`src/rtl/lst_pkg.sv`:
```
// Shared types and constants for the lazy segment tree block.
// Used by lst_alu and the top level; no dependencies.
package lst_pkg;

  localparam int MaxElem    = 1024;
  localparam int NodeDepth  = 4 * MaxElem;
  localparam int ValW       = 64;
  localparam int PosW       = 11;
  localparam int NodeW      = $clog2(NodeDepth);
  localparam int ElemAW     = $clog2(MaxElem);
  localparam int StackDepth = 12;
  localparam int SpW        = $clog2(StackDepth + 1);

  typedef enum logic [1:0] {
    FUNC_LOAD,
    FUNC_BUILD,
    FUNC_ADD,
    FUNC_SUM
  } func_t;

  typedef enum logic [4:0] {
    S_CLR,
    S_IDLE,
    S_VISIT,
    S_ACC,
    S_AP0,
    S_AP1,
    S_BLF,
    S_HD0,
    S_HD1,
    S_HD2,
    S_HD3,
    S_HD4,
    S_HD5,
    S_RET,
    S_FIN0,
    S_FIN1,
    S_FIN2,
    S_OUT
  } state_t;

  typedef struct packed {
    logic [NodeW-1:0] node;
    logic [PosW-1:0]  lo;
    logic [PosW-1:0]  hi;
    logic             right;
  } frame_t;

  typedef struct packed {
    logic [ValW-1:0] add_a;
    logic [ValW-1:0] add_b;
    logic            mul_en;
    logic [ValW-1:0] mul_a;
    logic [PosW-1:0] mul_b;
  } alu_ctrl_t;

endpackage

```
`src/rtl/lst_alu.sv`:
```
// Shared arithmetic unit: one 64-bit adder and a registered span multiplier.
// Depends on lst_pkg.
module lst_alu (
  input  logic                    clk,
  input  lst_pkg::alu_ctrl_t      ctrl,
  output logic [lst_pkg::ValW-1:0] add_y,
  output logic [lst_pkg::ValW-1:0] prod
);

  logic [lst_pkg::ValW-1:0] prod_r;

  assign add_y = ctrl.add_a + ctrl.add_b;

  // span is at most the element count, so the product is a narrow multiply
  always_ff @(posedge clk) begin
    if (ctrl.mul_en) begin
      prod_r <= ctrl.mul_a * lst_pkg::ValW'(ctrl.mul_b);
    end
  end

  assign prod = prod_r;

endmodule

```
`config.mk`:
```
export PLATFORM = sky130hd
export DESIGN_NAME = lst_alu
export DESIGN_NICKNAME = d
export VERILOG_FILES = /design/src/rtl/lst_pkg.sv /design/src/rtl/lst_alu.sv
export SDC_FILE = /design/constraint.sdc
export NUM_CORES = 2
export LEC_CHECK = 0
export BUFFER_PORTS_ARGS = -buffer_cell sky130_fd_sc_hd__buf_2
export CAP_MARGIN = 20
export CORE_AREA = 2 2 290 220
export DETAILED_ROUTE_END_ITERATION = 10
export DIE_AREA = 0 0 292 222
export PLACE_DENSITY = 0.69
export SLEW_MARGIN = 20
export SYNTH_ARGS = -nofsm -noshare
export SYNTH_HDL_FRONTEND = slang
export SYNTH_SLANG_ARGS = --single-unit
```
`constraint.sdc`:
```
create_clock -name clk -period 12.5 [get_ports clk]
set_input_delay 0 -clock clk [delete_from_list [all_inputs] [get_ports clk]]
set_output_delay 0 -clock clk [all_outputs]
set_load 0.01 [all_outputs]
```
==> metrics.txt <==
outcome=finished clean; Unique masters post-synth=77; worst-margin pin slew=948 ps; worst hold slack=~60 ps; Fin. Hold Viols=0; max-slew violation count=0; DRC Markers=0; area delta synth->final=9.54%; DIE AREA=between 0.06 and 0.07 mm²; grt met1 use=0.342; Final Instance Count excl. Fillers=~3,800; Overflow after GRT=0; fraction of layout cells with a size suffix above 1=0.128; Synth top area share=0.414; IO buf count=roughly 330; CTS tree=done; Critical Path RT=roughly 13,000 ps; relative slew slack=0.368; Seq pwr share=0.087; gpl congestion=between 0.9 and 1; placed insts=~3,800; Fill cells=a little over 6,000; via/cell ratio=between 5 and 6; Die Ht=about 220 µm; most common cell after layout, fill and taps aside=nand2_1; total CTS buffers=9; Mapped Cells=about 2,800; pre-CTS worst setup slack=around 4800 ps; area of placed instances=0.0266 mm²; Vias=20,500; Register Area=~0.0019 mm²; mux contribution to synthesized area=0; total power=8.13 mW; M3 GR Usage=0.0545; vias in the first global route=around 21,000; Cell Area, Synth=between 0.02 and 0.025 mm²; fin util=0.435; clock share of power=0.029; met2 Usage GRT=0.334; area of the multi-input gates=between 0.02 and 0.025 mm²; grt peak-use layer=met1; # Post-CTS Setup Buffers=0; WP data arrival=just over 7000 ps; H-tree levels=3; Setup Crit Path Kind=in -> reg; dominant synthesized flop cell=edfxtp_1; GR Util All Layers=0.228; cts repair resizes=0; Synth Area in Compound Gates=0.110; DR iter-0 viols=1,736; Post-Route WL=72.7 mm; FFs w/ async S/R, synth=0; Synth warnings=0; # clock sinks=64; most frequent cells in the layout=nand2_1 (518), fa_1 (508), inv_1 (406); Wirelength per Cell=~19 µm; Synth area leaders=fa_1 (41%), nand2_1 (7.9%), edfxtp_1 (7.8%), ha_1 (7.3%), inv_1 (6.2%); Max VDD drop=roughly 0.22 mV; fmax=0.140 GHz; Mean Syn Cell Area=between 8 and 9 µm²; clk slew on worst S/H paths=around 60 ps; largest area contributor in the netlist=fa_1; first-pass GRT wire length=between 100 and 150 mm; critical path endpoint category=register; Starting Density=0.397; Max-Cap Viols=0; adder-cell area share of the yosys netlist=0.488; EDFF count, synth=between 60 and 70; Initial DRT Pass Iterations=5; minimum clock period=7120 ps; DP Wirelength=between 50 and 60 mm; post-route ant nets=0; unrepaired setup endpoints after global routing=false; # rows=79; final setup violation count=0; Seq cells post-synth=between 60 and 70; Sw Share=0.557; syn_nets=roughly 3,700; worst-path fanout max=just over 60; Min-Delay Path Class=in -> reg; Setup crit start kind=input port; number of flip-flops in the largest register=64; initial antenna violation count=12; final worst setup slack=around 5400 ps; core box area=0.0618 mm²; static leakage=around 13 nW; Root Buffer=clkbuf_16; Tcrit/Tclk final=0.570; largest net degree at the start of global routing=65; CTS Hold Buffers Added=0; die width=between 200 and 300 µm; power density over cell area=between 300 and 400 mW/mm²; combinational power share=0.884; largest family of logic cells by synthesized area=adder cells; Max Root-Sink Buffers=2; Simple-Gate Fraction of Synth Area=0.184; XOR/XNOR Fraction of Synth Area=0.0496; # IOs=333; TNS Setup=0 ps; sequential area share after synthesis=0.0783; cell internal pwr=between 3 and 4 mW; final instance area=roughly 0.027 mm²; net switching power=about 4.5 mW; post-layout net count=between 3,000 and 4,000
[kinds of logic (layout without fill, tap and decap cells)]
logic type / Yosys count / in the layout
xor gates and xnor gates: 139 / 139
buffers and inverters: 574 / 766
DFF: 64 / 64
AOI/OAI and AO/OA: 424 / 424
other: 0 / 5
adders and majority gates: 652 / 652
and+or+nand+nor: 957 / 957
[synth_stat cells (4+ instances only)]
library cell  instances
nand2_1             518
fa_1                508
inv_1               406
and2_1              241
clkbuf_1            151
a21oi_1             146
ha_1                144
o21ai_0              86
xnor2_1              85
nor2_1               69
edfxtp_1             64
xor2_1               54
a21o_1               52
nand3_1              29
nand4_1              24
o21bai_1             22
nor3_1               21
a31oi_1              18
and3_1               14
o211ai_1             13
a211oi_1             11
o31ai_1              11
o21a_1                9
buf_2                 7
nand2b_1              7
nor2b_1               7
nor4_1                6
o21ai_1               6
a21boi_0              5
a31o_2                4
buf_6                 4
[worst paths after layout]
check,from,endpoint,slack (ps),cells after the start
worst max-delay path,ctrl[2],prod[62]$_DFFE_PP_,5380,22
worst min-delay path,ctrl[11],prod[0]$_DFFE_PP_,60,2
[power groups by stage]
stage	Clock (mW)	Combinational, mW	Sequential [mW]
after global placement	0	7.01	0.710
final	0.240	7.19	0.704
after CTS	0.249	7.12	0.709
after global routing	0.254	8.00	0.718
after floorplan	0	5.11	0.770
after detailed placement	0	7.08	0.712
[cell type report]
cell class	count	share of cell area
repair buffers	344	0.0652
flip-flops and latches	64	0.0715
well taps	810	0.0377
clock inverters	6	0.000977
diodes	5	0.000465
inverters	406	0.0567
multi-input cells	2172	0.759
clock buffers	10	0.00852
[critical path, stage by stage]
cell      delay [ps]
buf_2            100
buf_4            600
nand2_1          170
fa_1             600
fa_1             450
fa_1             550
inv_1             50
fa_1             470
inv_1             50
fa_1             480
inv_1             40
ha_1             380
nand3_1          210
nor2_1           200
a21oi_1          160
o21ai_0          680
nand2_1          300
o31ai_2          770
a211oi_2         250
o31ai_2          390
o31ai_1          150
xnor2_1          140
[layer usage]
layer  wire length (µm)  part of all wire
met5                 68           0.00093
met1              33800              0.46
met4               1470             0.020
met2              30700              0.42
met3               6740             0.093
(Power assumes the default switching activity.)
